[src/rtl/ypt_pkg.sv]
`default_nettype none

package ypt_pkg;

    // CORDIC works on Q30 values with two guard bits above the sign
    localparam int CORDIC_STAGES = 24;
    localparam int CORDIC_W      = 34;
    localparam int CORDIC_FRAC   = 30;
    localparam logic signed [CORDIC_W-1:0] CORDIC_GAIN = 34'sd652032874;

    // translated point: exact difference of two 32-bit values
    localparam int VEC_W = 33;

    localparam int QUEUE_DEPTH = 4;

    typedef enum logic [2:0] {
        REG_YAW      = 3'd0,
        REG_PITCH    = 3'd1,
        REG_OFFSET_X = 3'd2,
        REG_OFFSET_Y = 3'd3,
        REG_OFFSET_Z = 3'd4
    } cfg_reg_t;

    typedef struct packed {
        logic               opcode;
        logic signed [31:0] point_x;
        logic signed [31:0] point_y;
        logic signed [31:0] point_z;
    } point_req_t;

    typedef struct packed {
        logic signed [31:0] result_x;
        logic signed [31:0] result_y;
        logic signed [31:0] result_z;
    } point_res_t;

    typedef struct packed {
        logic                  local_mode;
        logic signed [VEC_W-1:0] vec_x;
        logic signed [VEC_W-1:0] vec_y;
        logic signed [VEC_W-1:0] vec_z;
    } vec_item_t;

    function automatic logic signed [CORDIC_W-1:0] cordic_atan(input logic [4:0] idx);
        logic signed [CORDIC_W-1:0] val;
        unique case (idx)
            5'd0:    val = 34'sd536870912;
            5'd1:    val = 34'sd316933406;
            5'd2:    val = 34'sd167458907;
            5'd3:    val = 34'sd85004756;
            5'd4:    val = 34'sd42667331;
            5'd5:    val = 34'sd21354465;
            5'd6:    val = 34'sd10679838;
            5'd7:    val = 34'sd5340245;
            5'd8:    val = 34'sd2670163;
            5'd9:    val = 34'sd1335087;
            5'd10:   val = 34'sd667544;
            5'd11:   val = 34'sd333772;
            5'd12:   val = 34'sd166886;
            5'd13:   val = 34'sd83443;
            5'd14:   val = 34'sd41722;
            5'd15:   val = 34'sd20861;
            5'd16:   val = 34'sd10430;
            5'd17:   val = 34'sd5215;
            5'd18:   val = 34'sd2608;
            5'd19:   val = 34'sd1304;
            5'd20:   val = 34'sd652;
            5'd21:   val = 34'sd326;
            5'd22:   val = 34'sd163;
            5'd23:   val = 34'sd81;
            default: val = '0;
        endcase
        return val;
    endfunction

endpackage

`default_nettype wire

[src/rtl/ypt_queue.sv]
`default_nettype none

module ypt_queue (
    input  wire logic               aclk,
    input  wire logic               aresetn,
    input  wire logic               push,
    input  wire ypt_pkg::vec_item_t push_item,
    output logic                    full,
    input  wire logic               pop,
    output ypt_pkg::vec_item_t      pop_item,
    output logic                    empty
);

    localparam int DEPTH = ypt_pkg::QUEUE_DEPTH;
    localparam int PTR_W = $clog2(DEPTH);

    ypt_pkg::vec_item_t entry_reg [DEPTH];
    logic [PTR_W-1:0]   wr_ptr_reg, wr_ptr_next;
    logic [PTR_W-1:0]   rd_ptr_reg, rd_ptr_next;
    logic [PTR_W:0]     count_reg, count_next;

    assign full     = (count_reg == (PTR_W+1)'(DEPTH));
    assign empty    = (count_reg == '0);
    assign pop_item = entry_reg[rd_ptr_reg];

    always_comb begin
        wr_ptr_next = push ? wr_ptr_reg + 1'b1 : wr_ptr_reg;
        rd_ptr_next = pop ? rd_ptr_reg + 1'b1 : rd_ptr_reg;
        count_next  = count_reg;
        if (push && !pop) begin
            count_next = count_reg + 1'b1;
        end else if (pop && !push) begin
            count_next = count_reg - 1'b1;
        end
    end

    always_ff @(posedge aclk) begin
        if (!aresetn) begin
            wr_ptr_reg <= '0;
            rd_ptr_reg <= '0;
            count_reg  <= '0;
        end else begin
            wr_ptr_reg <= wr_ptr_next;
            rd_ptr_reg <= rd_ptr_next;
            count_reg  <= count_next;
        end
    end

    always_ff @(posedge aclk) begin
        if (push) begin
            entry_reg[wr_ptr_reg] <= push_item;
        end
    end

endmodule

`default_nettype wire

[config.mk]
export PLATFORM = sky130hd
export DESIGN_NAME = ypt_queue
export DESIGN_NICKNAME = d
export VERILOG_FILES = /design/src/rtl/ypt_pkg.sv /design/src/rtl/ypt_queue.sv
export SDC_FILE = /design/constraint.sdc
export NUM_CORES = 1
export LEC_CHECK = 0
export BUFFER_PORTS_ARGS = -buffer_cell sky130_fd_sc_hd__buf_2
export CORE_MARGIN = 1.5
export CORE_UTILIZATION = 57
export DETAILED_ROUTE_END_ITERATION = 10
export PLACE_DENSITY = 0.9
export SETUP_SLACK_MARGIN = 0.3
export SLEW_MARGIN = 15
export SYNTH_ARGS = -nofsm -noshare
export SYNTH_HDL_FRONTEND = slang
export SYNTH_SLANG_ARGS = --single-unit
[constraint.sdc]
create_clock -name aclk -period 4.2 [get_ports aclk]
set_input_delay 0.63 -clock aclk [delete_from_list [all_inputs] [get_ports aclk]]
set_output_delay 0.63 -clock aclk [all_outputs]
set_load 0.03 [all_outputs]
# After elaboration in Yosys (flattened, before gate mapping)
# Memories as Yosys holds them, arrays and structs flattened. A register that Yosys moved wholly into a read port is not among the register bits.
# Index checks and enable logic that the tools add are counted.
dict set report word_totals {
  ff_bits 7
  mem_bits_rw 400
  input_bits 104
  elab_cells 21
  memories 1
}
dict set report op_classes {
  addsub 4
  eq_ne 1
  mux 6
  reduce_logical 6
}
# memory depth width read_ports rd_clocked_by_memory_dff write_ports line_no
set mem_list {}
lappend mem_list {entry_reg 4 100 1 1 1 ypt_queue.sv:17} ;# ypt_pkg::vec_item_t entry_reg [DEPTH];
# cell count
set op_table {}
lappend op_table {{2-to-1 mux 3 bit} 2}
lappend op_table {{adder 2 x 1 -> 2 bit, second input constant} 2}
lappend op_table {{2-to-1 mux 2 bit} 2}
lappend op_table {{adder 3 x 1 -> 3 bit, second input constant} 1}
lappend op_table {{== test 3 bit, second input constant} 1}
lappend op_table {{zero test 3 bit} 1}
lappend op_table {{subtractor 3 x 1 -> 3 bit, second input constant} 1}
lappend op_table {{logical AND 1 bit} 2}
lappend op_table {{zero test 1 bit} 2}
lappend op_table {{2-to-1 mux 1 bit} 2}
lappend op_table {{nonzero test 2 bit} 1}

# Logic depth before layout (Yosys ltp)
dict set report logic_depth {
  depth_word 4
  ltp_mapped 7
  mapped_depth_nobuf 7
}

# Least setup slack after synthesis
# No wires, ideal clock.
dict set report synth_timing {
  path_type {input to register}
  from {input port push}
  to {memory entry_reg[0][0] (netlist name) (enable)}
  setup_ns 0.470
  t_arrival_ns 2.939
  t_required_ns 3.730
  slack_ns 0.791
  stages 1
  n_path_buf 0
  path_cell_list {and2_1}
}
dict set report synth_via {
  elab_chain_len 2
}
# element line_no
set synth_rtl {}
lappend synth_rtl {{start, declared} ypt_queue.sv:6} ;# input wire logic push,
lappend synth_rtl {{2-to-1 mux 1 bit} ypt_queue.sv:50} ;# if (push) begin
lappend synth_rtl {{2-to-1 mux 1 bit (not written as such)} ypt_queue.sv:51} ;# entry_reg[wr_ptr_reg] <= push_item;
lappend synth_rtl {{end, declared} ypt_queue.sv:17}
# No other way between the ends.

==> impl_metrics.json <==
{
  "cts_made_buffers": 40,
  "grt_overflow": 0,
  "fp.dieW_um": 165,
  "p_total_w": 0.00910,
  "wl_mm": 27.1,
  "cts-resized-gates": 0,
  "min_period_ns": 3.00,
  "maxSlewViolCount": 0,
  "clk_latency_ns": 0.52,
  "hp-class": "input port to flop",
  "grt_max_degree": 58,
  "p_leak_nw": 5.88,
  "fin_nets": 907,
  "yosysWarnings": 0,
  "postCtsSetupRepairBufs": 0,
  "syn_area_per_cell_um2": 26.5,
  "drtIter0Drc": 517,
  "timing_hold_violations_final": 0,
  "path_max_fanout": 52,
  "worst_path_largest_cell_delay_ns": 0.84,
  "coreArea_mm2": 0.0259,
  "cp.required_ns": 3.57,
  "netlist_area_mm2": 0.0150,
  "drtPass1Iterations": 4,
  "cap_viol_max_count": 0,
  "std_cell_rows": 59,
  "yosysSeqAreaShare": 0.814,
  "synth_area_leader_cell": "edfxtp_1",
  "portBuffers": 205,
  "synth_top_area_frac": 0.802,
  "synth_seq_cells": 409,
  "via_per_inst": 5.71,
  "drive_above_1_share": 0.448,
  "grt_pass1_wl_mm": 40.6,
  "synthTopCellsByArea": "edfxtp_1, mux4_2, buf_12, dfxtp_1, ha_1",
  "mostFrequentLayoutCell": "edfxtp_1",
  "syn_nets": 675,
  "grt_use_total": 0.203,
  "status": "completed",
  "initial_core_util": 0.578,
  "dieArea_mm2": 0.0273,
  "clkTransAtPathRegs_ns": 0.06,
  "htreeDepth": 2,
  "endpoint_kind": "output pin",
  "max-slew-margin-rel": 0.406,
  "cts.sinks": 409,
  "power-per-cell-area_mw_per_mm2": 519,
  "cts_buffer_depth": 3,
  "drtAntennaViolNets": 0,
  "finalCritPeriodShare": 0.715,
  "path_cells": "buf_12, mux4_2, buf_2",
  "drcViolationCount": 0,
  "rsz0062_at_grt": "no",
  "gp_congestion": 0.714,
  "arrival_ns": 2.37,
  "ir_worst_vdd_uv": 404,
  "largest_register_ff_count": 400,
  "setup_viol": 0,
  "areaGrowthSynthToFinish_pct": 17.0,
  "synth_cell_types": 21,
  "vias": 6660,
  "synth_cells": 565,
  "clock_skew_ns": 0.0243,
  "cpMaxStageDelayCell": "dfxtp_4",
  "first_global_vias": 6973,
  "antenna_found_initial": 5,
  "tns_ns": 0,
  "wl_per_cell_um": 23.2,
  "io_pins": 206,
  "cts-root-buf": "clkbuf_16",
  "start_kind": "flop",
  "min_from": "push_item[53]",
  "hold_buffers": 0,
  "fp.dieH_um": 165,
  "place_hpwl_mm": 16.2,
  "final_cell_mix": "edfxtp_1, buf_2, mux4_2",
  "crit_type": "flop to output pin",
  "tritoncts": "yes",
  "worst_pin_slew_ns": 0.891,
  "max_freq_mhz": 333,
  "r2r-start": "wr_ptr_reg[0]$_SDFFE_PN0P_"
}
==> cell families after synthesis <==
group	Yosys count	share of synthesized area
flops	409	0.814
mux	102	0.152
buf+inv	26	0.0187
simple gates	15	0.00610
fa+ha+maj	6	0.00551
xor+xnor	5	0.00292
compound gates	2	0.000835
==> stage by stage <==
stage	util	instance area, um^2	worst slack [ns]	hold slack (ns)	cells
2_1_floorplan	-	15000	0.791	0.472	565
3_5_place_dp	0.630	16300	1.70	0.509	1090
6_report	0.676	17500	1.20	0.318	1166
3_3_place_gp	0.630	16300	1.73	0.488	1090
4_1_cts	0.676	17500	1.14	0.295	1161
5_1_grt	0.676	17500	1.09	0.296	1163
==> worst max-delay path: cells and delay by family, from the launching register on <==
kind	cells	cell delay (ns)
buf+inv	2	0.59
flops	1	0.84
mux	1	0.40
==> area by class of cell <==
cell class	instances	area, um^2
Multi-Input combinational cell	130	2510
Clock buffer	57	1100
Inverter	4	15.0
Sequential cell	409	12200
Antenna cell	5	12.5
Timing Repair Buffer	212	1170
Clock inverter	14	106
Fill cell	1567	8380
Tap cell	335	419
==> layer usage <==
layer  track usage  vias up  wire, um
met1         0.265     3454     10400
met5             0        -        13
met2         0.343      250     14100
li1              -     2901         -
met3        0.0502       53      1960
met4        0.0602        2       632
==> synth_stat cells <==
cell and count:
edfxtp_1 400, nand2_1 1, mux2i_1 2, and2_1 9, inv_1 4, nor2b_1 2, dfxtp_1 9, buf_12 10
buf_2 10, fa_1 1, xnor2_1 2, or3_1 1, buf_1 1, buf_6 1, nor3b_1 1, o21ai_0 1
ha_1 5, mux4_2 100, xor2_1 3, nor3_1 1, a21boi_0 1
==> worst paths after layout <==
path                            depth (start not counted)  slack, ns                          to
worst max register to register                          3       2.16  entry_reg[3][66]$_DFFE_PP_
worst min-delay path                                    1       0.32  entry_reg[1][53]$_DFFE_PP_
worst max-delay path                                    3       1.20                pop_item[21]
worst min register to register                          2       0.52   count_reg[2]$_SDFFE_PN0P_
==> power breakdown <==
group / leakage (nW) / internal (W) / switching (W) / total (W)
sequential: 3.75 / 0.00469 / 0.0000770 / 0.00477
clock: 0.585 / 0.00189 / 0.00139 / 0.00328
combinational: 1.55 / 0.000392 / 0.000669 / 0.00106
Power figures use the tool's default switching activity.
