[config.mk]
export PLATFORM = sky130hd
export DESIGN_NAME = ypt_front
export DESIGN_NICKNAME = d
export VERILOG_FILES = /design/src/rtl/ypt_pkg.sv /design/src/rtl/ypt_front.sv
export SDC_FILE = /design/constraint.sdc
export NUM_CORES = 1
export LEC_CHECK = 0
export ABC_AREA = 1
export BUFFER_PORTS_ARGS = -buffer_cell sky130_fd_sc_hd__buf_2
export CORE_ASPECT_RATIO = 1.25
export CORE_UTILIZATION = 35
export DETAILED_ROUTE_END_ITERATION = 16
export GPL_TIMING_DRIVEN = 0
export PLACE_DENSITY_LB_ADDON = 0.12
export SYNTH_ARGS = -nofsm -noshare
export SYNTH_HDL_FRONTEND = slang
export SYNTH_SLANG_ARGS = --single-unit
[constraint.sdc]
create_clock -name vclk -period 2.15
set_clock_uncertainty 0.2 [all_clocks]
set_input_delay 0.215 -clock vclk [all_inputs]
set_output_delay 0.215 -clock vclk [all_outputs]
set_load 0.05 [all_outputs]
[src/rtl/ypt_pkg.sv]
`default_nettype none

package ypt_pkg;

    // CORDIC works on Q30 values with two guard bits above the sign
    localparam int CORDIC_STAGES = 24;
    localparam int CORDIC_W      = 34;
    localparam int CORDIC_FRAC   = 30;
    localparam logic signed [CORDIC_W-1:0] CORDIC_GAIN = 34'sd652032874;

    // translated point: exact difference of two 32-bit values
    localparam int VEC_W = 33;

    localparam int QUEUE_DEPTH = 4;

    typedef enum logic [2:0] {
        REG_YAW      = 3'd0,
        REG_PITCH    = 3'd1,
        REG_OFFSET_X = 3'd2,
        REG_OFFSET_Y = 3'd3,
        REG_OFFSET_Z = 3'd4
    } cfg_reg_t;

    typedef struct packed {
        logic               opcode;
        logic signed [31:0] point_x;
        logic signed [31:0] point_y;
        logic signed [31:0] point_z;
    } point_req_t;

    typedef struct packed {
        logic signed [31:0] result_x;
        logic signed [31:0] result_y;
        logic signed [31:0] result_z;
    } point_res_t;

    typedef struct packed {
        logic                  local_mode;
        logic signed [VEC_W-1:0] vec_x;
        logic signed [VEC_W-1:0] vec_y;
        logic signed [VEC_W-1:0] vec_z;
    } vec_item_t;

    function automatic logic signed [CORDIC_W-1:0] cordic_atan(input logic [4:0] idx);
        logic signed [CORDIC_W-1:0] val;
        unique case (idx)
            5'd0:    val = 34'sd536870912;
            5'd1:    val = 34'sd316933406;
            5'd2:    val = 34'sd167458907;
            5'd3:    val = 34'sd85004756;
            5'd4:    val = 34'sd42667331;
            5'd5:    val = 34'sd21354465;
            5'd6:    val = 34'sd10679838;
            5'd7:    val = 34'sd5340245;
            5'd8:    val = 34'sd2670163;
            5'd9:    val = 34'sd1335087;
            5'd10:   val = 34'sd667544;
            5'd11:   val = 34'sd333772;
            5'd12:   val = 34'sd166886;
            5'd13:   val = 34'sd83443;
            5'd14:   val = 34'sd41722;
            5'd15:   val = 34'sd20861;
            5'd16:   val = 34'sd10430;
            5'd17:   val = 34'sd5215;
            5'd18:   val = 34'sd2608;
            5'd19:   val = 34'sd1304;
            5'd20:   val = 34'sd652;
            5'd21:   val = 34'sd326;
            5'd22:   val = 34'sd163;
            5'd23:   val = 34'sd81;
            default: val = '0;
        endcase
        return val;
    endfunction

endpackage

`default_nettype wire

[src/rtl/ypt_front.sv]
`default_nettype none

module ypt_front (
    input  wire logic                s_valid,
    output logic                     s_ready,
    input  wire ypt_pkg::point_req_t s_data,
    input  wire logic                basis_busy,
    input  wire logic                queue_full,
    input  wire logic signed [31:0]  offset_x,
    input  wire logic signed [31:0]  offset_y,
    input  wire logic signed [31:0]  offset_z,
    output logic                     push,
    output ypt_pkg::vec_item_t       item
);

    localparam int VW = ypt_pkg::VEC_W;

    // hold requests while the basis is being rebuilt
    assign s_ready = !basis_busy && !queue_full;
    assign push    = s_valid && s_ready;

    // local mode translates before rotating; keep the difference exact
    always_comb begin
        item.local_mode = s_data.opcode;
        if (s_data.opcode) begin
            item.vec_x = VW'(s_data.point_x) - VW'(offset_x);
            item.vec_y = VW'(s_data.point_y) - VW'(offset_y);
            item.vec_z = VW'(s_data.point_z) - VW'(offset_z);
        end else begin
            item.vec_x = VW'(s_data.point_x);
            item.vec_y = VW'(s_data.point_y);
            item.vec_z = VW'(s_data.point_z);
        end
    end

endmodule

`default_nettype wire

== Word level (Yosys, flattened, before mapping) ==
Index checks and enable logic that the tools add are counted.

* Flip-flop bits (word level): 0
* Bits of input ports: 196
* Output and inout bits: 102
* Logic and storage cells: 8

* Add/subtract/negate cells: 3
* Mux-type cells: 1
* Reduce and logical (&&, ||, !) cells: 4

{| class="wikitable"
|+ Operators by type and width
! kind !! number
|-
| 2-to-1 mux 99 bit || 1
|-
| subtractor 32 x 32 -> 33 bit || 3
|-
| logical AND 1 bit || 2
|-
| zero test 1 bit || 2
|}

== Logic depth before layout (Yosys ltp) ==
Gate-level depths: netlist (run 1).

* Depth in word-level cells: 3
* Gate-level depth with buffers: 15

== Worst setup path before layout (run 1) ==
Ideal clock, no wire load.

* Path kind: input to output
* Start point: input s_data[0] in the netlist's numbering
* End point: output item[12] in the netlist's numbering
* Arrival: 2.388 ns
* Setup slack: -0.653 ns
* Stages on the path: 10
* Buffers on the path: 0
* Cells stage by stage: inv_1 -> ha_1 -> fa_1 -> inv_1 -> nand2_1 -> nand2_1 -> nand4_1 -> nand3_1 -> xnor2_1 -> o21ai_0

{| class="wikitable"
|+ RTL lines
! what !! line !! text
|-
| from (decl) || ypt_front.sv:6 || <nowiki>input wire ypt_pkg::point_req_t s_data,</nowiki>
|-
| to (decl) || ypt_front.sv:13 || <nowiki>output ypt_pkg::vec_item_t item</nowiki>
|}

==> impl_results.md, run 1 <==
- Setup CP Type: primary input to output port
- Overall routing resource usage: 26.6%
- PnR worst setup slack: -0.180 ns
- Vias per inst: 4.81
- Most common cell on crit path: nand2_2
- Io pins: 298
- Status: finished with violations
- Post-Route WL: 38,300 microns
- Hold WC Path Type: primary input to output port
- IO Port Bufs: 297
- Routed length per instance: 14.6 microns
- DRT antenna net count: 0
- CTS Hold Bufs: 0
- Syn Nets: 2,215
- VDD IR max: 246 uV
- Worst path slowest cell: ha_4
- Share of post-route cells with drive strength above 1: 49.2%
- Total gr overflow: 0
- Tmin final: 2.33 ns
- Drt drc: 0
- Row cnt: 64
- Largest area contributor in the netlist: nand2_1
- Startpoint Class: primary input
- FF/Latch Area: 0 sq um
- DPL Wire Length: 29,000 microns
- CP endpoint kind: output port
- Sequential element share of the synthesized area: 0%
- Number of synthesis warnings: 0
- Total negative setup slack: -3.37 ns
- Tcrit/Tclk final: 108%
- Vias in the first global route: 11.9k
- Vias: 12.6k
- Mean post-synth cell area: 4.60 sq um
- Initial drt markers: 490
- Initial core utilization: 35.8%
- Nets: 2,578
- Critical Path RT: 1.74 ns
- Final Util: 64.3%
- Critical path, cell by cell: buf_6 > inv_2 > ha_4 > nand2_2 > nor2_2 > nand3_2 > nand2_2 > nand2_2 > nand2_4 > nand2_2 > nand2_1 > nand2_1 > nand3_2 > nand2_2 > buf_8
- Max cap viols: 0
- WHS: 0.536 ns
- Area growth, synth to finish: 79.6%
- Pre-CTS setup slack: -0.552 ns
- Synth Instances: 1,920
- Die X: 144 microns
- First-pass GRT wire length: 55,700 microns
- Unrepaired setup endpoints after global routing: yes
- Relative slew margins: 44.1%
- Synth top area share: 36.2%
- CP Max Fanout: 4
- Die area: 25,900 sq um
- Count of final max-slew check failures: 0
- Fmax: 0.429 GHz
- Syn Std Cell Area: 8830 sq um
- Layout fillers: 2,307
- Yosys cell types: 25
- GPL Wtd Cong: 0.955
- Critical Path Max Stage Delay: 0.33 ns
- Final setup violating endpoints: 41
- Cell family with most CP delay: simple AND/OR/NAND/NOR gates
- Drt pass-1 iters: 5
- FFs & Latches: 0
- WP buf/inv: 3
- Failing checks: negative setup slack
- Area contributors post-synth: nand2_1, inv_1, ha_1
- Power Total: 5.74 mW
- Largest net degree at the start of global routing: 11
- DIE HEIGHT: 180 microns
- Worst Max-Slew Pin Slew: 0.838 ns
- Pwr Density: 362 nW/um^2
- Clk_buf instances: 0
- Worst EP arrival: 1.92 ns
- Initial antenna violation count: 4
- Hold Vio Cnt, Final: 0
- Leakage: 8.88 nW
- CORE AREA: 24,700 sq um
## where the power goes
part / switching [mW] / internal, mW / leakage, nW
sequential: 0 / 0 / 0
clock: 0 / 0.000000187 / 0.0000190
combinational: 3.50 / 2.24 / 8.88
total: 3.50 / 2.24 / 8.88
## per-layer routing
metal / vias to the layer above / track usage (%) / part of all wire (%)
li1: 6424 / - / -
met1: 5759 / 30.4 / 40
met2: 327 / 51.6 / 53
met3: 67 / 1.39 / 3.7
met4: 2 / 7.79 / 3.0
met5: - / 0 / 0.034
## through the flow
| stage | cells | instance area [sq um] |
|---|---|---|
| finish | 2614 | 15900 |
| global route | 2613 | 15900 |
| CTS | 2571 | 13600 |
| detailed placement | 2547 | 11000 |
| global placement | 2547 | 11000 |
| floorplan | 1920 | 9090 |
## final cells by class
type	instances	area (sq um)	share of cell area, %
inverter	480	1840	11.6
tap	330	413	2.60
timing repair buffer	361	2870	18.1
antenna	3	7.51	0.0473
multi-input combinational	1418	10600	66.8
buffer	22	131	0.828
## Yosys cell counts (8+ instances only)
cell and count:
o21ai_1 13, nand4_1 10, o21ai_0 38, ha_1 96
inv_1 479, nor3_1 8, nand2_1 852, nor2_1 135
nand3b_1 13, nand3_1 114, xnor2_1 42, clkbuf_1 13
o21bai_1 9, nand2_2 13, a21oi_1 59
## cells in the final DEF (no fill, tap or decap), drive strengths merged, types with 10 or more instances in the layout
cell and n:
clkbuf 20, o21ai 51, nand3b 13, ha 96, a21oi 59, nor2 138, xnor2 42, inv 480
buf 363, nand3 119, nand2 865, nand4 10
## path summary, 6_finish.rpt
kind	slack (ns)	startpoint	end	depth (start not counted)
setup / recovery	-0.18	offset_y[6]	item[57]	15
hold / removal	0.54	s_data[96]	item[99]	2
## kinds of logic (layout without fill, tap and decap cells)
family / after synthesis / after routing / share of synthesized area (%)
AO/OA/AOI/OAI: 122 / 122 / 7.25
XOR/XNOR: 42 / 42 / 4.16
adder cells (fa/ha/maj): 99 / 99 / 14.3
buffers and inverters: 502 / 863 / 21.8
other: 0 / 3 / 0
AND/OR/NAND/NOR: 1155 / 1155 / 52.5
## what timing repair did
| item | in CTS | in global routing |
|---|---|---|
| pin swaps | 142 | 270 |
| setup buffers | 24 | 43 |
| endpoints found under the setup margin | 81 | 84 |
| gates resized for setup | 557 | 575 |
Note: power is estimated with default switching activity, not from simulation.
==> run 2: changes to the inputs <==
--- a/config.mk
+++ b/config.mk
@@ -8,10 +8,11 @@
 export ABC_AREA = 1
 export BUFFER_PORTS_ARGS = -buffer_cell sky130_fd_sc_hd__buf_2
 export CORE_ASPECT_RATIO = 1.25
-export CORE_UTILIZATION = 35
+export CORE_UTILIZATION = 25
 export DETAILED_ROUTE_END_ITERATION = 16
 export GPL_TIMING_DRIVEN = 0
 export PLACE_DENSITY_LB_ADDON = 0.12
+export SETUP_SLACK_MARGIN = 0.2
 export SYNTH_ARGS = -nofsm -noshare
 export SYNTH_HDL_FRONTEND = slang
 export SYNTH_SLANG_ARGS = --single-unit
==> impl_results.md, run 2 (synthesized netlist as in run 1, its figures left out) <==
- Non-Filler Instances: 2,804
- PnR worst setup slack: -0.174 ns
- Post-Route WL: 40,000 microns
- Drt drc: 0
- Overall routing resource usage: 21.1%
- Metal3 WL: 1180 microns
- Hold Vio Cnt, Final: 0
- Total gr overflow: 0
- Max cap viols: 0
- CORE AREA: 34,600 sq um
- Critical Path RT: 1.74 ns
- Clk_buf instances: 0
- Vias per inst: 4.52
- Leakage: 9.74 nW
- Startpoint Class: primary input
- Unrepaired setup endpoints after global routing: yes
- First-pass GRT wire length: 61,100 microns
- DPL Wire Length: 31,500 microns
- Vias in the first global route: 12.7k
- Top layer in use: met5
- Status: finished with violations
- Share of post-route cells with drive strength above 1: 57.0%
- CP Max Fanout: 3
- Final setup violating endpoints: 48
- Setup CP Type: primary input to output port
- Drt pass-1 iters: 5
- Tcrit/Tclk final: 108%
- WL met2: 21,100 microns
- Vias: 12.7k
- DIE HEIGHT: 212 microns
- Initial drt markers: 488
- Post-place instance area: 12,000 sq um
- IO Port Bufs: 297
- Io pins: 298
- DRT antenna net count: 0
- Initial core utilization: 25.5%
- Met1 WL: 16,600 microns
- Tmin final: 2.32 ns
- Failing checks: negative setup slack
- Initial antenna violation count: 2
- Commonest non-fill, non-tap cell in the layout: nand2_1
- Relative slew margins: 59.1%
- Die area: 36,100 sq um
- FFs & Latches: 0
- GPL Wtd Cong: 0.879
- Routed length per instance: 14.3 microns
- Area growth, synth to finish: 106%
- Die X: 170 microns
- Commonest non-fill, non-tap cells in the layout: nand2_1, inv_1, nand2_2
- CP endpoint kind: output port
- Design Area, Final: 18,200 sq um
- Fmax: 0.430 GHz
- Pwr Density: 364 nW/um^2
- Worst Max-Slew Pin Slew: 0.614 ns
- VDD IR max: 204 uV
- Worst EP arrival: 1.91 ns
- Largest net degree at the start of global routing: 11
- Hold WC Path Type: primary input to output port
- Final Util: 52.6%
- Total negative setup slack: -4.20 ns
- Count of final max-slew check failures: 0
- Nets: 2,632
- Row cnt: 76
- FF/Latch Area: 0 sq um
- Placed cells: 2,685
run 2: path summary, 6_finish.rpt:
kind / cells past startpoint / from / end
setup / recovery: 14 / s_data[64] / item[86]
hold / removal: 2 / s_data[96] / item[99]
run 2: what timing repair did:
action | in CTS | in global routing
pin swaps | 250 | 264
resized for setup | 950 | 426
setup endpoints to repair | 95 | 94
hold buffers | 0 | 0
setup buffers | 62 | 56
run 2: layer usage:
metal | vias to the layer above | global-route usage [%]
met5 | - | 0
met4 | 2 | 6.09
met3 | 62 | 1.15
met2 | 288 | 40.5
met1 | 5798 | 24.9
li1 | 6534 | -
run 2: through the flow:
stage	power, mW	hold WS (ns)	setup slack (ns)
3_5_place_dp	4.24	0.533	-0.532
5_1_grt	7.07	0.538	-0.252
4_1_cts	5.86	0.533	-0.197
6_report	6.62	0.533	-0.174
2_1_floorplan	3.15	0.397	-0.0730
3_3_place_gp	4.23	0.533	-0.536
run 2: final cells by class:
cell class / instances / area [sq um]
buffer: 22 / 145
timing repair buffer: 415 / 3820
tap: 468 / 586
multi-input combinational: 1418 / 11700
antenna: 1 / 2.50
inverter: 480 / 1900
fill: 3469 / 16400
run 2: critical path, cell delays in order:
cell	delay, ns
buf_12	0.09
inv_12	0.03
ha_4	0.15
fa_2	0.37
inv_4	0.09
nand2_4	0.07
a21oi_4	0.16
nand2_2	0.08
nand3_4	0.13
nand2_2	0.07
nand3b_1	0.09
nand3_2	0.12
nand2_4	0.09
buf_8	0.14
run 2: report_power, final:
| part | leakage, nW | switching (mW) | total [mW] | internal (mW) |
|---|---|---|---|---|
| Combinational | 9.74 | 3.82 | 6.62 | 2.80 |
| Clock | 0.00000634 | 0 | 0.0000000622 | 0.0000000622 |
| Sequential | 0 | 0 | 0 | 0 |
| Total | 9.74 | 3.82 | 6.62 | 2.80 |
==> run 3: changes to the inputs <==
--- a/config.mk
+++ b/config.mk
@@ -5,9 +5,9 @@
 export SDC_FILE = /design/constraint.sdc
 export NUM_CORES = 1
 export LEC_CHECK = 0
-export ABC_AREA = 1
 export BUFFER_PORTS_ARGS = -buffer_cell sky130_fd_sc_hd__buf_2
 export CORE_ASPECT_RATIO = 1.25
+export CORE_MARGIN = 2
 export CORE_UTILIZATION = 25
 export DETAILED_ROUTE_END_ITERATION = 16
 export GPL_TIMING_DRIVEN = 0
==> impl_results.md, run 3 <==
- Largest area contributor in the netlist: ha_1
- Leakage: 6.34 nW
- VDD IR max: 244 uV
- Pwr Density: 430 nW/um^2
- Syn Std Cell Area: 6790 sq um
- XOR/XNOR Fraction of Synth Area: 10.1%
- CP endpoint kind: output port
- Number of synthesis warnings: 0
- Largest family of logic cells by synthesized area: compound AO/OA/AOI/OAI gates
- Die area: 28,500 sq um
- Mean post-synth cell area: 6.95 sq um
- Die X: 151 microns
- Overall routing resource usage: 18.7%
- Critical Path Max Stage Delay: 0.35 ns
- Hold WC Path Type: primary input to output port
- Post-Route WL: 28,800 microns
- Sequential element share of the synthesized area: 0%
- Synth top area share: 17.7%
- Multi-input logic area: 8530 sq um
- Total gr overflow: 0
- Unrepaired setup endpoints after global routing: yes
- Post-synthesis mux area share: 12.7%
- Area contributors post-synth: ha_1, mux2_2, a21oi_1
- Vias per inst: 5.01
- Yosys cell types: 77
- FFs & Latches: 0
- Critical Path RT: 1.74 ns
- Relative slew margins: 58.3%
- PnR worst setup slack: -1.09 ns
- GPL Wtd Cong: 0.855
- Post-Synth Adder-Cell Area: 18.6%
- Pre-CTS setup slack: -1.52 ns
- DRT antenna net count: 0
- Drt pass-1 iters: 4
- First-pass GRT wire length: 43,800 microns
- Cell family with most CP delay: compound AO/OA/AOI/OAI gates
- Share of post-route cells with drive strength above 1: 58.0%
- Simple-gate share of the synthesized area: 16.7%
- Initial antenna violation count: 9
- Count leader, synth: inv_1
- Hold Vio Cnt, Final: 0
- Switching power: 3.11 mW
- Post-synthesis compound-gate area fraction: 32.8%
- Clock Power Share: 0%
- Max cap viols: 0
- Startpoint Class: primary input
- Commonest non-fill, non-tap cell in the layout: buf_2
- Initial core utilization: 25.4%
- Total negative setup slack: -53.33 ns
- Row cnt: 67
- WP buf/inv: 4
- Commonest non-fill, non-tap cells in the layout: buf_2, buf_6, inv_1
- Vias: 8,746
- Power Total: 5.80 mW
- Syn Nets: 1,273
- Count of final max-slew check failures: 0
- IO Port Bufs: 297
- Worst Max-Slew Pin Slew: 0.626 ns
- Layout fillers: 2,520
- Final setup violating endpoints: 84
- Vias in the first global route: 8,824
- CORE AREA: 26,700 sq um
- Worst EP arrival: 2.82 ns
- FF/Latch Area: 0 sq um
- Area growth, synth to finish: 98.6%
- Initial drt markers: 181
- Routed length per instance: 16.5 microns
- Io pins: 298
- Gate power share: 100.0%
- Crit path depth: 14
- Placed cells: 1,620
- Drt drc: 0
- Largest net degree at the start of global routing: 11
- Non-Filler Instances: 1,744
- Worst path slowest cell: a221oi_4
- Sequential power share: 0%
- Internal power: 2.70 mW
- Synth Instances: 978
- CTS Hold Bufs: 0
- Fmax: 0.309 GHz
- DPL Wire Length: 22,600 microns
- Setup CP Type: primary input to output port
- Status: finished with violations
- Post-place instance area: 9980 sq um
- Critical path, cell by cell: buf_8 > inv_12 > ha_4 > fa_2 > nor2b_4 > o211ai_1 > a311oi_2 > buf_4 > a41o_1 > a211o_1 > a221oi_4 > nand4_1 > o311ai_4 > buf_6
- Failing checks: negative setup slack
- Hold Crit Depth: 2
- Tmin final: 3.24 ns
- Clk_buf instances: 0
- Switching Share: 53.5%
- CP Max Fanout: 3
- Nets: 1,692
- Design Area, Final: 13,500 sq um
- Tcrit/Tclk final: 151%
- Synth cell count leaders: inv_1, a21oi_1, ha_1
- DIE HEIGHT: 188 microns
[run 3: final cells by class]
cell class                      instances  area share (%)
Buffer                                 48            2.80
Antenna cell                            4          0.0742
Inverter                              118            4.17
Tap cell                              345            3.20
Timing Repair Buffer                  417            26.5
Multi-Input combinational cell        812            63.2
[run 3: logic make-up after synthesis]
group                      Yosys count
AOI/OAI and AO/OA                  329
adders and majority gates           99
xor gates and xnor gates            78
muxes                               77
buffers and inverters              166
and+or+nand+nor                    229
[run 3: path summary, 6_finish.rpt]
path / from / to / slack, ns
worst max-delay path: s_data[64] / item[94] / -1.09
worst min-delay path: s_data[96] / item[99] / 0.53
[run 3: power by group through the flow]
stage / Clock (mW) / Combinational [mW] / Sequential [mW]
floorplan: 0 / 3.28 / 0
global placement: 0 / 4.21 / 0
detailed placement: 0 / 4.21 / 0
CTS: 0 / 5.27 / 0
global route: 0.000000249 / 6.15 / 0
finish: 0.000000249 / 5.80 / 0
[run 3: what timing repair did]
action,4_1_cts,5_1_grt
pin swaps,112,142
setup buffers,72,48
endpoints found under the hold margin,0,0
setup endpoints to repair,99,95
resized for setup,444,197
[run 3: per-layer routing]
metal  vias up  track usage (%)  part of all wire [%]
met5         -                0                  0.25
met4        10             3.31                   1.7
met1      4096             21.4                    39
li1       4373                -                     -
met3        37             2.45                   5.2
met2       230             36.3                    54
[run 3: stage by stage]
stage	util, %	hold slack, ns
global route	50.4	0.537
finish	50.4	0.533
CTS	45.9	0.535
global placement	37.3	0.534
detailed placement	37.3	0.534
floorplan	-	0.394
