===== config.mk =====
export PLATFORM = sky130hd
export DESIGN_NAME = ypt_trig
export DESIGN_NICKNAME = d
export VERILOG_FILES = /design/src/rtl/ypt_pkg.sv /design/src/rtl/ypt_trig.sv
export SDC_FILE = /design/constraint.sdc
export NUM_CORES = 2
export LEC_CHECK = 0
export CAP_MARGIN = 20
export CORE_MARGIN = 5
export CORE_UTILIZATION = 55
export CTS_CLUSTER_DIAMETER = 40
export DETAILED_ROUTE_END_ITERATION = 12
export DONT_BUFFER_PORTS = 1
export PLACE_DENSITY = 0.7
export SETUP_SLACK_MARGIN = 0.2
export SKIP_CTS_REPAIR_TIMING = 1
export SLEW_MARGIN = 25
export SYNTH_ARGS = -nofsm -noshare
export SYNTH_HDL_FRONTEND = slang
export SYNTH_SLANG_ARGS = --single-unit

===== constraint.sdc =====
create_clock -name aclk -period 9.6 [get_ports aclk]
set_input_delay 0.48 -clock aclk [delete_from_list [all_inputs] [get_ports aclk]]
set_output_delay 0.48 -clock aclk [all_outputs]
set_load 0.05 [all_outputs]

===== src/rtl/ypt_pkg.sv =====
`default_nettype none

package ypt_pkg;

    // CORDIC works on Q30 values with two guard bits above the sign
    localparam int CORDIC_STAGES = 24;
    localparam int CORDIC_W      = 34;
    localparam int CORDIC_FRAC   = 30;
    localparam logic signed [CORDIC_W-1:0] CORDIC_GAIN = 34'sd652032874;

    // translated point: exact difference of two 32-bit values
    localparam int VEC_W = 33;

    localparam int QUEUE_DEPTH = 4;

    typedef enum logic [2:0] {
        REG_YAW      = 3'd0,
        REG_PITCH    = 3'd1,
        REG_OFFSET_X = 3'd2,
        REG_OFFSET_Y = 3'd3,
        REG_OFFSET_Z = 3'd4
    } cfg_reg_t;

    typedef struct packed {
        logic               opcode;
        logic signed [31:0] point_x;
        logic signed [31:0] point_y;
        logic signed [31:0] point_z;
    } point_req_t;

    typedef struct packed {
        logic signed [31:0] result_x;
        logic signed [31:0] result_y;
        logic signed [31:0] result_z;
    } point_res_t;

    typedef struct packed {
        logic                  local_mode;
        logic signed [VEC_W-1:0] vec_x;
        logic signed [VEC_W-1:0] vec_y;
        logic signed [VEC_W-1:0] vec_z;
    } vec_item_t;

    function automatic logic signed [CORDIC_W-1:0] cordic_atan(input logic [4:0] idx);
        logic signed [CORDIC_W-1:0] val;
        unique case (idx)
            5'd0:    val = 34'sd536870912;
            5'd1:    val = 34'sd316933406;
            5'd2:    val = 34'sd167458907;
            5'd3:    val = 34'sd85004756;
            5'd4:    val = 34'sd42667331;
            5'd5:    val = 34'sd21354465;
            5'd6:    val = 34'sd10679838;
            5'd7:    val = 34'sd5340245;
            5'd8:    val = 34'sd2670163;
            5'd9:    val = 34'sd1335087;
            5'd10:   val = 34'sd667544;
            5'd11:   val = 34'sd333772;
            5'd12:   val = 34'sd166886;
            5'd13:   val = 34'sd83443;
            5'd14:   val = 34'sd41722;
            5'd15:   val = 34'sd20861;
            5'd16:   val = 34'sd10430;
            5'd17:   val = 34'sd5215;
            5'd18:   val = 34'sd2608;
            5'd19:   val = 34'sd1304;
            5'd20:   val = 34'sd652;
            5'd21:   val = 34'sd326;
            5'd22:   val = 34'sd163;
            5'd23:   val = 34'sd81;
            default: val = '0;
        endcase
        return val;
    endfunction

endpackage

`default_nettype wire


===== src/rtl/ypt_trig.sv =====
`default_nettype none

module ypt_trig #(
    parameter int TRIG_FRAC_BITS = 16
) (
    input  wire logic        aclk,
    input  wire logic        aresetn,
    input  wire logic        start,
    input  wire logic [15:0] yaw_angle,
    input  wire logic [15:0] pitch_angle,
    output logic             busy,
    output logic [1:0][2:0][2:0][TRIG_FRAC_BITS+1:0] basis
);

    localparam int TW     = TRIG_FRAC_BITS + 2;
    localparam int CW     = ypt_pkg::CORDIC_W;
    localparam int STEP_W = $clog2(ypt_pkg::CORDIC_STAGES);
    localparam logic [STEP_W-1:0] LAST_STEP  = STEP_W'(ypt_pkg::CORDIC_STAGES - 1);
    localparam logic [1:0]        LAST_ANGLE = 2'd3;
    localparam logic [2:0]        LAST_PROD  = 3'd7;
    localparam logic signed [CW-1:0] TRIG_RND =
        CW'(1) << (ypt_pkg::CORDIC_FRAC - TRIG_FRAC_BITS - 1);
    localparam logic signed [CW-1:0] TRIG_ONE = CW'(1) << TRIG_FRAC_BITS;
    localparam logic signed [2*TW-1:0] PROD_RND = (2*TW)'(1) << (TRIG_FRAC_BITS - 1);

    typedef enum logic [4:0] {
        ST_IDLE  = 5'b00001,
        ST_LOAD  = 5'b00010,
        ST_ITER  = 5'b00100,
        ST_STORE = 5'b01000,
        ST_PROD  = 5'b10000
    } seq_state_t;

    seq_state_t        state_reg, state_next;
    logic [1:0]        angle_sel_reg, angle_sel_next;
    logic [STEP_W-1:0] step_reg, step_next;
    logic [2:0]        prod_sel_reg, prod_sel_next;

    logic signed [CW-1:0] x_reg, y_reg, z_reg;
    logic                 flip_reg;
    logic signed [TW-1:0] sin_reg [4];
    logic signed [TW-1:0] cos_reg [4];
    logic signed [TW-1:0] prod_reg [8];

    logic [15:0]          cur_angle;
    logic                 flip;
    logic signed [CW-1:0] z_init;
    logic signed [CW-1:0] dx, dy, atan_val;
    logic signed [CW-1:0] x_fin, y_fin;
    logic signed [TW-1:0] op_a, op_b;
    logic signed [2*TW-1:0] prod_full, prod_rnd;
    logic signed [TW-1:0] prod_val;

    function automatic logic signed [TW-1:0] to_trig(input logic signed [CW-1:0] v);
        logic signed [CW-1:0] r;
        r = (v + TRIG_RND) >>> (ypt_pkg::CORDIC_FRAC - TRIG_FRAC_BITS);
        if (r > TRIG_ONE) begin
            r = TRIG_ONE;
        end else if (r < -TRIG_ONE) begin
            r = -TRIG_ONE;
        end
        return TW'(r);
    endfunction

    // angles in order: yaw, pitch, negated yaw, negated pitch
    always_comb begin
        unique case (angle_sel_reg)
            2'd0:    cur_angle = yaw_angle;
            2'd1:    cur_angle = pitch_angle;
            2'd2:    cur_angle = 16'h0000 - yaw_angle;
            default: cur_angle = 16'h0000 - pitch_angle;
        endcase
    end

    // fold the second and third quadrants by half a turn
    assign flip   = cur_angle[15] ^ cur_angle[14];
    assign z_init = CW'($signed({cur_angle[15] ^ flip, cur_angle[14:0], 16'h0000}));

    assign dx       = y_reg >>> step_reg;
    assign dy       = x_reg >>> step_reg;
    assign atan_val = ypt_pkg::cordic_atan(5'(step_reg));
    assign x_fin    = flip_reg ? -x_reg : x_reg;
    assign y_fin    = flip_reg ? -y_reg : y_reg;

    // product order per basis: sy*sp, cy*sp, sy*cp, cy*cp
    always_comb begin
        if (prod_sel_reg[2]) begin
            op_a = prod_sel_reg[0] ? cos_reg[2] : sin_reg[2];
            op_b = prod_sel_reg[1] ? cos_reg[3] : sin_reg[3];
        end else begin
            op_a = prod_sel_reg[0] ? cos_reg[0] : sin_reg[0];
            op_b = prod_sel_reg[1] ? cos_reg[1] : sin_reg[1];
        end
    end

    assign prod_full = op_a * op_b;
    assign prod_rnd  = (prod_full + PROD_RND) >>> TRIG_FRAC_BITS;
    // cy*sp and sy*cp enter the basis negated
    assign prod_val  = (prod_sel_reg[0] ^ prod_sel_reg[1]) ? -TW'(prod_rnd) : TW'(prod_rnd);

    always_comb begin
        state_next     = state_reg;
        angle_sel_next = angle_sel_reg;
        step_next      = step_reg;
        prod_sel_next  = prod_sel_reg;
        if (start) begin
            state_next     = ST_LOAD;
            angle_sel_next = '0;
        end else begin
            unique case (state_reg)
                ST_IDLE: begin
                    state_next = ST_IDLE;
                end
                ST_LOAD: begin
                    state_next = ST_ITER;
                    step_next  = '0;
                end
                ST_ITER: begin
                    step_next = step_reg + 1'b1;
                    if (step_reg == LAST_STEP) begin
                        state_next = ST_STORE;
                    end
                end
                ST_STORE: begin
                    if (angle_sel_reg == LAST_ANGLE) begin
                        state_next    = ST_PROD;
                        prod_sel_next = '0;
                    end else begin
                        angle_sel_next = angle_sel_reg + 1'b1;
                        state_next     = ST_LOAD;
                    end
                end
                ST_PROD: begin
                    prod_sel_next = prod_sel_reg + 1'b1;
                    if (prod_sel_reg == LAST_PROD) begin
                        state_next = ST_IDLE;
                    end
                end
                default: begin
                    state_next = ST_IDLE;
                end
            endcase
        end
    end

    // rebuild both bases straight out of reset
    always_ff @(posedge aclk) begin
        if (!aresetn) begin
            state_reg     <= ST_LOAD;
            angle_sel_reg <= '0;
            step_reg      <= '0;
            prod_sel_reg  <= '0;
        end else begin
            state_reg     <= state_next;
            angle_sel_reg <= angle_sel_next;
            step_reg      <= step_next;
            prod_sel_reg  <= prod_sel_next;
        end
    end

    always_ff @(posedge aclk) begin
        if (state_reg == ST_LOAD) begin
            x_reg    <= ypt_pkg::CORDIC_GAIN;
            y_reg    <= '0;
            z_reg    <= z_init;
            flip_reg <= flip;
        end else if (state_reg == ST_ITER) begin
            if (!z_reg[CW-1]) begin
                x_reg <= x_reg - dx;
                y_reg <= y_reg + dy;
                z_reg <= z_reg - atan_val;
            end else begin
                x_reg <= x_reg + dx;
                y_reg <= y_reg - dy;
                z_reg <= z_reg + atan_val;
            end
        end else if (state_reg == ST_STORE) begin
            cos_reg[angle_sel_reg] <= to_trig(x_fin);
            sin_reg[angle_sel_reg] <= to_trig(y_fin);
        end else if (state_reg == ST_PROD) begin
            prod_reg[prod_sel_reg] <= prod_val;
        end
    end

    assign busy = (state_reg != ST_IDLE);

    // basis[mode][out][in]: i = (cy,0,sy), j = (sy*sp,cp,-cy*sp), k = (-sy*cp,sp,cy*cp)
    always_comb begin
        basis[0][0][0] = cos_reg[0];
        basis[0][0][1] = prod_reg[0];
        basis[0][0][2] = prod_reg[2];
        basis[0][1][0] = '0;
        basis[0][1][1] = cos_reg[1];
        basis[0][1][2] = sin_reg[1];
        basis[0][2][0] = sin_reg[0];
        basis[0][2][1] = prod_reg[1];
        basis[0][2][2] = prod_reg[3];
        basis[1][0][0] = cos_reg[2];
        basis[1][0][1] = prod_reg[4];
        basis[1][0][2] = prod_reg[6];
        basis[1][1][0] = '0;
        basis[1][1][1] = cos_reg[3];
        basis[1][1][2] = sin_reg[3];
        basis[1][2][0] = sin_reg[2];
        basis[1][2][1] = prod_reg[5];
        basis[1][2][2] = prod_reg[7];
    end

endmodule

`default_nettype wire


# Word level (Yosys, flattened, before mapping)
# Memory sizes are Yosys's and may differ from the RTL's. A register that Yosys moved wholly into a read port is not among the register bits.
# Index checks and enable logic that the tools add are counted.
# word_totals
regBits	118
ram_bits	288
latchBits	0
wordCells	107
memories	4
romBits	960
# op_classes
n_eq_ne	13
addsub	17
muxes	43
multipliers	1
magnitude_cmp	4
div_mod_pow	0
bitwise_logic	6
shift	2
n_reduce_logical	8
# memory_table
name	depth	width	rd	rd_ports_with_merged_regs	write_ports	line_no	source
(name not given)	32	30	1	1	0	ypt_pkg.sv:46	unique case (idx)
prod_reg	8	18	8	0	1	ypt_trig.sv:43	logic signed [TW-1:0] prod_reg [8];
cos_reg	4	18	4	0	1	ypt_trig.sv:42	logic signed [TW-1:0] cos_reg [4];
sin_reg	4	18	4	0	1	ypt_trig.sv:41	logic signed [TW-1:0] sin_reg [4];
# ops
op	count
2-to-1 mux 18 bit	17
2-to-1 mux 34 bit	7
adder 34 bit	3
subtractor 34 bit	3
adder 34 x 15 -> 34 bit, second input constant	2
negation 34 bit	2
>>> shifter 34 x 5 -> 34 bit	2
one-hot mux 16 bit (3 select lines)	1
> comparator 20 x 18 -> 1 bit, second input constant	2
less-than comparator 20 x 17 -> 1 bit, second input constant	2
adder 34 x 17 -> 34 bit, second input constant	1
multiplier 18 x 18 -> 34 bit	1
subtractor 1 x 16 -> 16 bit, first input constant	2
2-to-1 mux 5 bit	5
one-hot mux 5 bit (4 select lines)	1
negation 18 bit	1
equality test 5 bit, second input constant	2
one-hot mux 5 bit (2 select lines)	1
2-to-1 mux 1 bit	9
!= test 2 bit, second input constant	3
one-hot mux 3 bit (2 select lines)	1
AND reduction 2 bit	3
adder 5 x 1 -> 5 bit, second input constant	1
equality test 5 x 2 -> 1 bit, second input constant	1
15 further kinds	21

# Longest topological paths before layout
# depth
word_depth	9
depth_mapped	33
ltp_nobuf	28

# Worst setup path before layout
# No wires, ideal clock.
# synth_timing
path_kind	register to register
from	register prod_sel_reg[1]
to	memory prod_reg[0][15] (netlist name), data pin
stages_incl_launch_ff	31
slack_ps	814
arrival_time_ps	8555
path_buffers	4
period_less_slack_ps	8786
path_cell_list	dfxtp_1 -> clkbuf_1 -> buf_1 -> clkbuf_1 -> mux2i_1 -> nand2_1 -> o21ai_1 -> clkbuf_1 -> nor2_1 -> fa_1 -> inv_1 -> fa_1 -> fa_1 -> inv_1 -> fa_1 -> fa_1 -> inv_1 -> fa_1 -> inv_1 -> ha_1 -> a21oi_1 -> nand2_1 -> a221o_1 -> o21ai_0 -> xnor2_1 -> a21oi_1 -> nor4b_1 -> nor4b_1 -> a2bb2oi_1 -> o22ai_1 -> xnor2_1
# synth_between
elab_chain_cells	6
word_cells_on_any_way	8
cone_classes	add/sub: 2; mul: 1; mux: 4; bitwise: 1
# synth_rtl
item	line_no	source
from (decl)	ypt_trig.sv:37	logic [2:0] prod_sel_reg, prod_sel_next;
from (signal assigned)	ypt_trig.sv:157	prod_sel_reg <= prod_sel_next;
2-to-1 mux 18 bit, on equally long branches	ypt_trig.sv:92, ypt_trig.sv:89	
2-to-1 mux 18 bit	ypt_trig.sv:87	if (prod_sel_reg[2]) begin
multiplier 18 x 18 -> 34 bit	ypt_trig.sv:96	assign prod_full = op_a * op_b;
adder 34 x 17 -> 34 bit	ypt_trig.sv:97	assign prod_rnd = (prod_full + PROD_RND) >>> TRIG_FRAC_BITS;
negation 18 bit	ypt_trig.sv:99	assign prod_val = (prod_sel_reg[0] ^ prod_sel_reg[1]) ? -TW'(prod_rnd) : TW'(prod_rnd);
2-to-1 mux 18 bit *	ypt_trig.sv:99	
via prod_val[15]	ypt_trig.sv:52	logic signed [TW-1:0] prod_val;
to (decl)	ypt_trig.sv:43	
# The timed path passes the listed nets; every way through them passes the cells marked *.

# Worst setup path after layout
# layout_timing
from	register prod_sel_reg[2]
to	memory prod_reg[3][15] (netlist name), data pin
# layout_between
elab_chain_cells	5
word_cells_on_any_way	6
cone_classes	add/sub: 2; mul: 1; mux: 3
# layout_rtl
item	line_no
2-to-1 mux 18 bit	ypt_trig.sv:87
multiplier 18 x 18 -> 34 bit *	ypt_trig.sv:96
adder 34 x 17 -> 34 bit *	ypt_trig.sv:97
negation 18 bit	ypt_trig.sv:99
2-to-1 mux 18 bit *	ypt_trig.sv:99
via prod_val[15]	ypt_trig.sv:52
# Marks and branches as above.

==> key figures <==
Status
  • Status: finished clean

Drt
  • Remaining DRCs: 0
  • Via count: 35450
  • Initial DRT Pass Iterations: 7
  • Vias per std cell: 6.354
  • 1st-iter DRT viols: 3938
  • Routed Antenna Nets: 0
  • DR WL/cell: 23.94 um
  • Final WL: 133.6 mm

Timing
  • Fmax: 111.7 MHz
  • Final Cycle Share: 93.25%
  • RSZ-0062 raised after global routing: no
  • Hold Slack: 60.70 ps
  • Final setup viols: 0
  • Worst Tran Pin Value: 1117 ps
  • TNS Setup: 0 ps
  • Minimum clock period: 8952 ps
  • Final hold viol count: 0
  • Clock skew: 34.36 ps
  • Slew margin rel.: 25.27%
  • Final Slew Violations: 0

Die
  • Core outline area: 77210 um^2
  • I/O Pins: 360
  • Die Y: 288.4 um
  • Initial Util: 55.21%
  • Die Width: 288.4 um
  • Die area: 83170 um^2
  • FP Rows: 102

Logic synthesis
  • Post-Syn Area: 42630 um^2
  • Sequential share of the synthesized area: 27.69%
  • Avg Cell Area, Syn: 9.362 um^2
  • Number of synthesized register bits: 436
  • Synth top area share: 21.63%
  • Fraction of registers with async set/reset: 0%
  • Leading area contributor after synthesis: edfxtp_1
  • Yosys warnings: 0
  • Synth area leaders: edfxtp_1, fa_1, dfxtp_1
  • EDFF count, synth: 307
  • Top_reg_cell synth: edfxtp_1
  • Cell variety after synth: 90
  • Post-Syn Instances: 4553

Global route
  • Vias in the first global route: 33990
  • M3 GR Usage: 6.401%
  • Tot GR Track Use: 31.33%
  • Initial antenna violation count: 0
  • Largest net degree at the start of global routing: 71
  • Met1 Resource Use GR: 39.35%
  • Met2 Use GR: 52.20%
  • Total gr overflow: 0
  • First-pass GRT wire length: 203.2 mm
  • Busiest grt layer: met2

Place
  • Placed insts: 5436
  • DPL Wire Length: 102.2 mm
  • Number of port buffers: 0
  • RD Place Congestion: 0.9979

Clock tree
  • H-tree Lvls: 3
  • Clock latency at the later pin of the worst-skew pair: 640 ps
  • Clk buf depth: 3
  • Root buffer cell: clkbuf_16
  • Clk slew on worst S/H paths: 60 ps
  • TritonCTS clock tree: done
  • Total CTS buffers: 76
  • Clock sink total: 436

Cells and area
  • Most common cell after layout, fill and taps aside: inv_1
  • Largest register FFs: 144
  • Most frequent cells in the layout: inv_1, nor2_1, nand2_1, fa_1, edfxtp_1
  • Non-Filler Instances: 5580
  • Layout cell share with drive strength beyond 1: 10.03%
  • Fillers: 6578
  • Fin nets: 5032
  • Synth-to-layout area growth: 8.474%

Critical path
  • Cell repeated most along the worst path: fa_1
  • Critical path class: register to register
  • CP max stage delay: 790 ps
  • Critical path arrival: 9300 ps
  • Worst-path maximum fanout: 67
  • Worst Setup Start Kind: register
  • CP Buf/Inv Count: 6
  • Worst setup EP type: register
  • Req. time, crit path: 9950 ps
  • Crit-path slowest cell: dfxtp_4
  • Crit path max-delay family: adder cells

Power
  • PwrDens: 135.8 nW/um^2
  • Maximum VDD drop: 0.0001032 V
  • P_leak: 19.17 nW

Min path
  • Worst Hold Class: input pin to register

Job
  • MaxCap Viol Count: 0
per-stage QoR:
step	util [%]	total power, mW	worst slack, ps	area [um^2]
after global routing	59.88	6.541	208.2	46230
after global placement	56.43	3.551	655.6	43570
after floorplan	-	3.258	814.2	42760
final	59.88	6.278	648.3	46240
after CTS	59.83	6.282	479.7	46190
after detailed placement	56.47	3.569	507.0	43600
report_power, final:
| part | total (mW) | switching, mW | internal [mW] |
|---|---|---|---|
| clock | 2.71 | 1.05 | 1.66 |
| sequential | 2.13 | 0.0713 | 2.06 |
| combinational | 1.44 | 0.870 | 0.566 |
| total | 6.28 | 1.99 | 4.29 |
worst paths after layout:
| kind | cells after the start | slack (ps) | startpoint | to |
|---|---|---|---|---|
| setup / recovery | 26 | 650 | prod_sel_reg[2]$_SDFFE_PN0P_ | prod_reg[3][15]$_DFFE_PP_ |
| hold / removal | 1 | 60 | aresetn | prod_sel_reg[0]$_SDFFE_PN0P_ |
| setup reg to reg | 26 | 650 | prod_sel_reg[2]$_SDFFE_PN0P_ | prod_reg[3][15]$_DFFE_PP_ |
| hold reg to reg | 2 | 460 | z_reg[8]$_SDFFE_PP0P_ | z_reg[8]$_SDFFE_PP0P_ |
kinds of logic after synthesis:
logic type / count (synthesis) / synth area share (%)
and+or+nand+nor: 1357 / 14.84
AOI/OAI and AO/OA: 984 / 15.13
buffers and inverters: 735 / 6.866
adders and majority gates: 523 / 20.94
DFF: 436 / 27.69
xor gates and xnor gates: 274 / 5.630
muxes: 243 / 8.903
other: 1 / 0.008797
cell usage after synthesis, types with 24 or more instances:
| cell type | number |
|---|---|
| mux2i_1 | 81 |
| nand2_1 | 413 |
| a211oi_1 | 32 |
| o211ai_1 | 24 |
| edfxtp_1 | 307 |
| and2_1 | 51 |
| xor2_1 | 121 |
| nand2b_1 | 50 |
| nor3_1 | 104 |
| a21o_1 | 88 |
| a21oi_1 | 227 |
| nor2_1 | 442 |
| or3_1 | 25 |
| nor4_1 | 36 |
| clkbuf_1 | 189 |
| o21ai_0 | 193 |
| and3_1 | 24 |
| ha_1 | 203 |
| dfxtp_1 | 129 |
| inv_1 | 446 |
| buf_4 | 37 |
| o22ai_1 | 42 |
| mux4_2 | 103 |
| fa_1 | 318 |
| a22oi_1 | 35 |
| a31oi_1 | 47 |
| o21a_1 | 49 |
| xnor2_1 | 153 |
| nand4_1 | 24 |
| a221oi_1 | 27 |
| nor2b_1 | 35 |
| nand3_1 | 54 |
| buf_1 | 39 |
| mux2_2 | 59 |
metal layers:
| metal | part of all wire (%) | up-vias |
|---|---|---|
| li1 | - | 15820 |
| met2 | 48 | 1881 |
| met5 | 0 | - |
| met4 | 5.6 | 0 |
| met3 | 9.1 | 457 |
| met1 | 37 | 17300 |
cell type report:
cell class / count / area [um^2] / area share, %
clock buffer: 88 / 1987 / 4.297
sequential: 436 / 11820 / 25.57
inverter: 452 / 1697 / 3.669
antenna: 3 / 7.507 / 0.01624
timing repair buffer: 93 / 710.7 / 1.537
tap: 1040 / 1301 / 2.814
multi-input combinational: 3417 / 28110 / 60.78
clock inverter: 51 / 606.8 / 1.312
Note: power is estimated with default switching activity, not from simulation.
